--- config.mk ---
export PLATFORM = sky130hd
export DESIGN_NAME = dsds_cell
export DESIGN_NICKNAME = d
export VERILOG_FILES = /design/src/hdl/disk_seek_distance_scheduler_macros.svh /design/src/hdl/dsds_pkg.sv /design/src/hdl/dsds_cell.sv
export SDC_FILE = /design/constraint.sdc
export NUM_CORES = 1
export LEC_CHECK = 0
export ABC_CLOCK_PERIOD_IN_PS = 800
export BUFFER_PORTS_ARGS = -buffer_cell sky130_fd_sc_hd__buf_2
export CORE_UTILIZATION = 34
export DETAILED_ROUTE_END_ITERATION = 16
export PLACE_DENSITY = 0.72
export SLEW_MARGIN = 30
export SYNTH_ARGS = -nofsm -noshare
export SYNTH_HDL_FRONTEND = slang
export SYNTH_SLANG_ARGS = --single-unit
--- constraint.sdc ---
create_clock -name clk -period 0.8 [get_ports clk]
set_input_delay 0.08 -clock clk [delete_from_list [all_inputs] [get_ports clk]]
set_output_delay 0.08 -clock clk [all_outputs]
set_load 0.1 [all_outputs]
--- src/hdl/disk_seek_distance_scheduler_macros.svh ---
// ----------------------------------------------------------------------------
// Assertion macros for the disk seek distance scheduler
// Shared assertion forms, clocked on clk and disabled while arst_n is low.
// ----------------------------------------------------------------------------
`ifndef DISK_SEEK_DISTANCE_SCHEDULER_MACROS_SVH
`define DISK_SEEK_DISTANCE_SCHEDULER_MACROS_SVH

// The condition holds at every clock edge out of reset.
`define DSDS_ASSERT_ALWAYS(lbl, cond, msg) \
	lbl: assert property (@(posedge clk) disable iff (!arst_n) (cond)) else $error(msg);

// Whenever the antecedent holds, the consequent holds in the same cycle.
`define DSDS_ASSERT_IMPLY(lbl, ante, cons, msg) \
	lbl: assert property (@(posedge clk) disable iff (!arst_n) (ante) |-> (cons)) else $error(msg);

`endif

--- src/hdl/dsds_pkg.sv ---
// ----------------------------------------------------------------------------
// Disk seek distance scheduler package
// Policy, error, operation and register codes and the control group of the request cells.
// ----------------------------------------------------------------------------
package dsds_pkg;

	localparam logic [2:0] POL_FCFS  = 3'd0;
	localparam logic [2:0] POL_SSTF  = 3'd1;
	localparam logic [2:0] POL_SCAN  = 3'd2;
	localparam logic [2:0] POL_CSCAN = 3'd3;
	localparam logic [2:0] POL_LOOK  = 3'd4;
	localparam logic [2:0] POL_CLOOK = 3'd5;

	localparam logic [1:0] ERR_NONE  = 2'd0;
	localparam logic [1:0] ERR_FULL  = 2'd1;
	localparam logic [1:0] ERR_RANGE = 2'd2;

	localparam logic OP_HEAD = 1'b0;
	localparam logic OP_REQ  = 1'b1;

	localparam logic REG_POLICY = 1'b0;
	localparam logic REG_COUNT  = 1'b1;

	localparam int COUNT_W = 17;

	typedef struct packed {
		logic shift;
		logic clr;
	} cell_ctrl_t;

endpackage

--- src/hdl/dsds_cell.sv ---
// ----------------------------------------------------------------------------
// Request cell
// Holds one request cylinder with its valid and served marks, takes its
// neighbor's contents whenever the ring shifts and otherwise clears its marks on clr.
// ----------------------------------------------------------------------------
module dsds_cell #(
	parameter int CYLINDER_BITS = 16
) (
	input  logic                     clk,
	input  logic                     arst_n,
	input  dsds_pkg::cell_ctrl_t     ctrl,
	input  logic                     nb_valid,
	input  logic                     nb_served,
	input  logic [CYLINDER_BITS-1:0] nb_cyl,
	output logic                     valid,
	output logic                     served,
	output logic [CYLINDER_BITS-1:0] cyl
);
	import dsds_pkg::*;

	logic                     valid_q;
	logic                     served_q;
	logic [CYLINDER_BITS-1:0] cyl_q;

	always_ff @(posedge clk or negedge arst_n) begin
		if (!arst_n) begin
			valid_q  <= 1'b0;
			served_q <= 1'b0;
		end else if (ctrl.shift) begin
			valid_q  <= nb_valid;
			served_q <= nb_served;
		end else if (ctrl.clr) begin
			valid_q  <= 1'b0;
			served_q <= 1'b0;
		end
	end

	always_ff @(posedge clk) begin
		if (ctrl.shift) begin
			cyl_q <= nb_cyl;
		end
	end

	assign valid  = valid_q;
	assign served = served_q;
	assign cyl    = cyl_q;

endmodule

# Word level (Yosys, flattened, before mapping)
# Cells that the tools add are included.
[word_totals]
reg_bits = 18
output_inout_bits = 18
[classes]
muxes = 3
reduce_logical = 1
[op_table]
columns = ["op", "n"]
rows = [
  ["2-to-1 mux 1 bit", 3],
  ["nonzero test 2 bit", 1],
]

# Longest topological paths before layout
[logic_depth]
ltp_word = 2
depth_mapped = 2
mapped_depth_nobuf = 2

# Worst setup path after synthesis
# No wires, ideal clock.
[synth_path]
kind = "register to register"
start = "register, netlist name served"
end = "register served_q (netlist: served)"
arrival_time_ns = 1.120
path_slack_ns = -0.389
stages_incl_launch_ff = 2
path_buffers = 0
path_cell_list = "dfrtp_1 > a22o_1"
[synth_rtl]
columns = ["item", "line_no", "rtl"]
rows = [
  ["to (signal assigned)", "dsds_cell.sv:31", "served_q <= nb_served;"],
  ["to (decl)", "dsds_cell.sv:22", "logic served_q;"],
]

# Worst setup path in the final report
[layout_path]
start = "register valid_q (netlist: valid)"
end = "output valid"
[layout_rtl]
columns = ["item", "line_no", "rtl"]
rows = [
  ["from (decl)", "dsds_cell.sv:21", "logic valid_q;"],
  ["from (signal assigned)", "dsds_cell.sv:30", "valid_q <= nb_valid;"],
  ["to (decl)", "dsds_cell.sv:15", "output logic valid,"],
]
# No word-level cell between the ends.

==> qor.csv <==
stage;metric;value;unit
worst_setup_path;crit path from;valid;
synthesis;biggest area consumer among synthesized cells;edfxtp_1;
synthesis;area fraction of the dominant cell type after synthesis;87.07;%
place;routability cong.;0.7122;
floorplanning;Die Y;42.29;um
floorplanning;row count;14;
worst_setup_path;worst path bufs/invs;1;
timing;clk_skew;0;ns
clock_tree;H-tree depth;1;
grt;remaining global-route overflow;0;
worst_setup_path;crit path capture;valid;
synthesis;synthesized flop and latch total;18;
worst_setup_path;CP Data Arrival Time;0.94;ns
worst_setup_path;critical-path cell list;buf_12;
worst_setup_path;critical path's largest stage delay;0.50;ns
synthesis;mapped cell area;551.8;um2
power_and_ir_drop;PD cells;2013;nW/um2
worst_setup_path;crit-path leading delay family;flip-flops;
timing;Relative slew margins;90.47;%
floorplanning;Die W;42.29;um
detailed_routing;DRC Markers;0;
detailed_routing;detail-routed net length per standard cell;12.14;um
floorplanning;Initial Util;36.63;%
detailed_routing;remaining antenna violation count;0;
synthesis;Syn Inst Count;21;
power_and_ir_drop;maximum VDD drop;1319;uV
detailed_routing;final wirelength;1.214;mm
worst_setup_path;R2R Path End;served;
detailed_routing;vias post-DR;421;
worst_setup_path;Crit Path Class;reg2out;
layout;share of post-route cells with drive strength above 1;55.95;%
clock_tree;Root Buffer;clkbuf_4;
clock_tree;worst skew pair latency;0.27;ns
flow_run;max-cap violations;0;
place;placed instance area;1070;um2
timing;final worst path period need;1.024;ns
status;violated checks;negative setup slack;
layout;n_diodes;0;
grt;M1 GR Usage;13.86;%
worst_setup_path;crit path launch type;flop;
layout;# fillers;71;
clock_tree;Worst-path clk slew;0.09;ns
grt;first-pass GRT wire length;1.945;mm
status;outcome;complete, but fails checks;
worst_setup_path;Stages on worst setup path;1;
worst_setup_path;slowest CP cell;dfrtp_4;
worst_setup_path;Max FO, Critical Path;2;
synthesis;sequential area share after synthesis;96.15;%
timing;Slew Limit Fails;0;
timing;Fmax;976.2;MHz
layout;most frequent cells in the layout;buf_2, buf_12, dlygate4sd3_1;
worst_setup_path;Crit path required time;0.72;ns
layout;post-route cell area;1277;um2
worst_hold_path;hold crit path type;in2reg;
layout;nets;107;
worst_hold_path;hold depth;2;
worst_setup_path;r2r startpoint;served;
synthesis;distinct cell type count after synthesis;4;
synthesis;Syn Area/Cell;26.28;um2
timing;PnR worst setup slack;-0.2244;ns
synthesis;Ys Warns;0;
worst_setup_path;reg2reg setup slack;-0.06;ns
grt;largest net degree at the start of global routing;12;
clock_tree;Max Root-Sink Buffers;2;
grt;initial antenna violation count;0;
place;pre-CTS WS;0.02688;ns
floorplanning;core area;1506;um2
timing;hold_ws;0.03179;ns
timing;setup violators final;19;
detailed_routing;initial drt markers;6;
layout;Area Growth Syn to Fin;131.5;%
synthesis;post-synth net total;43;
power_and_ir_drop;Static Leak;0.5456;nW
grt;met2 usage;32.00;%
detailed_routing;Pre-Repair DR Iteration Count;2;
timing;final hold violations;0;
timing;Worst Tran Pin Value;0.1424;ns
floorplanning;die area;1788;um2
worst_setup_path;crit end category;primary output;
layout;commonest non-fill, non-tap cell in the layout;buf_2;
timing;final period utilization;128.1;%
place;# port buffers;39;
clock_tree;CTS tree;built;
grt;number of global-route vias before repair;433;
clock_tree;clock sinks;18;
place;DPL Wire Length;771.4;um
synthesis;synth top area cells;edfxtp_1, dfrtp_1, a22o_1, nor2_1;
worst_setup_path;Worst R2R Path Depth;2;
clock_tree;total CTS buffers;3;
grt;most used routing layer;met2;
grt;met3 Resource Use GR;3.879;%
floorplanning;Ports;40;
timing;unrepaired setup endpoints after global routing;true;
grt;global-route usage over all layers;15.29;%
detailed_routing;DR vias/cell;4.210;
-- cell usage after synthesis --
cell      count
nor2_1        1
dfrtp_1       2
edfxtp_1     16
a22o_1        2
-- metal layers --
metal | vias up | share of wire (%)
met3 | 0 | 7.7
li1 | 212 | -
met1 | 181 | 32
met4 | 0 | 0
met2 | 28 | 60
met5 | - | 0
-- logic make-up after synthesis --
| kind of cell | after synthesis | synth area share, % |
|---|---|---|
| flip-flops | 18 | 96.15 |
| AO/OA/AOI/OAI | 2 | 3.175 |
| AND/OR/NAND/NOR | 1 | 0.6796 |
-- flip-flops by register name (all words and copies together), names as in the netlist --
| register | cells |
|---|---|
| cyl | 16 |
| served | 1 |
| valid | 1 |
-- report_power, final --
| group | switching [mW] | leakage (nW) | total (mW) | internal, mW |
|---|---|---|---|---|
| logic | 0.600 | 0.351 | 0.980 | 0.380 |
| registers | 0.0597 | 0.179 | 1.17 | 1.11 |
| clock network | 0.241 | 0.0154 | 0.422 | 0.180 |
-- how the worst min path moves through the flow --
stage | start | end | slack (ns)
2_1_floorplan | arst_n | served | -0.22
4_1_cts | nb_valid | valid | 0.03
5_1_grt | nb_valid | valid | 0.02
6_report | nb_valid | valid | 0.03
3_5_place_dp | arst_n | valid | -0.13
3_3_place_gp | arst_n | valid | -0.13
-- cell type report --
type	instances	area (um2)	area share, %
clock buffer	3	22.52	1.763
clock inverter	1	3.754	0.2938
multi-input combinational	3	21.27	1.665
sequential	18	535.5	41.92
tap	16	20.02	1.567
timing repair buffer	59	674.4	52.79
-- timing repair --
item / 4_1_cts / 5_1_grt
buffers inserted: 0 / 1
hold buffers: 17 / 0
endpoints found under the hold margin: 18 / 0
resized for setup: 0 / 1
pin swaps: 0 / 1
endpoints found under the setup margin: 18 / 19
-- through the flow --
| step | power (mW) | instances | TNS, ns | util (%) |
|---|---|---|---|---|
| 2_1_floorplan | 1.688 | 21 | -3.247 | - |
| 3_3_place_gp | 2.090 | 78 | 0 | 71.01 |
| 3_5_place_dp | 2.099 | 78 | 0 | 71.01 |
| 4_1_cts | 2.576 | 99 | -3.222 | 84.05 |
| 5_1_grt | 2.645 | 100 | -3.665 | 84.80 |
| 6_report | 2.572 | 100 | -3.132 | 84.80 |
No activity file was read; power rests on OpenSTA's default activity.
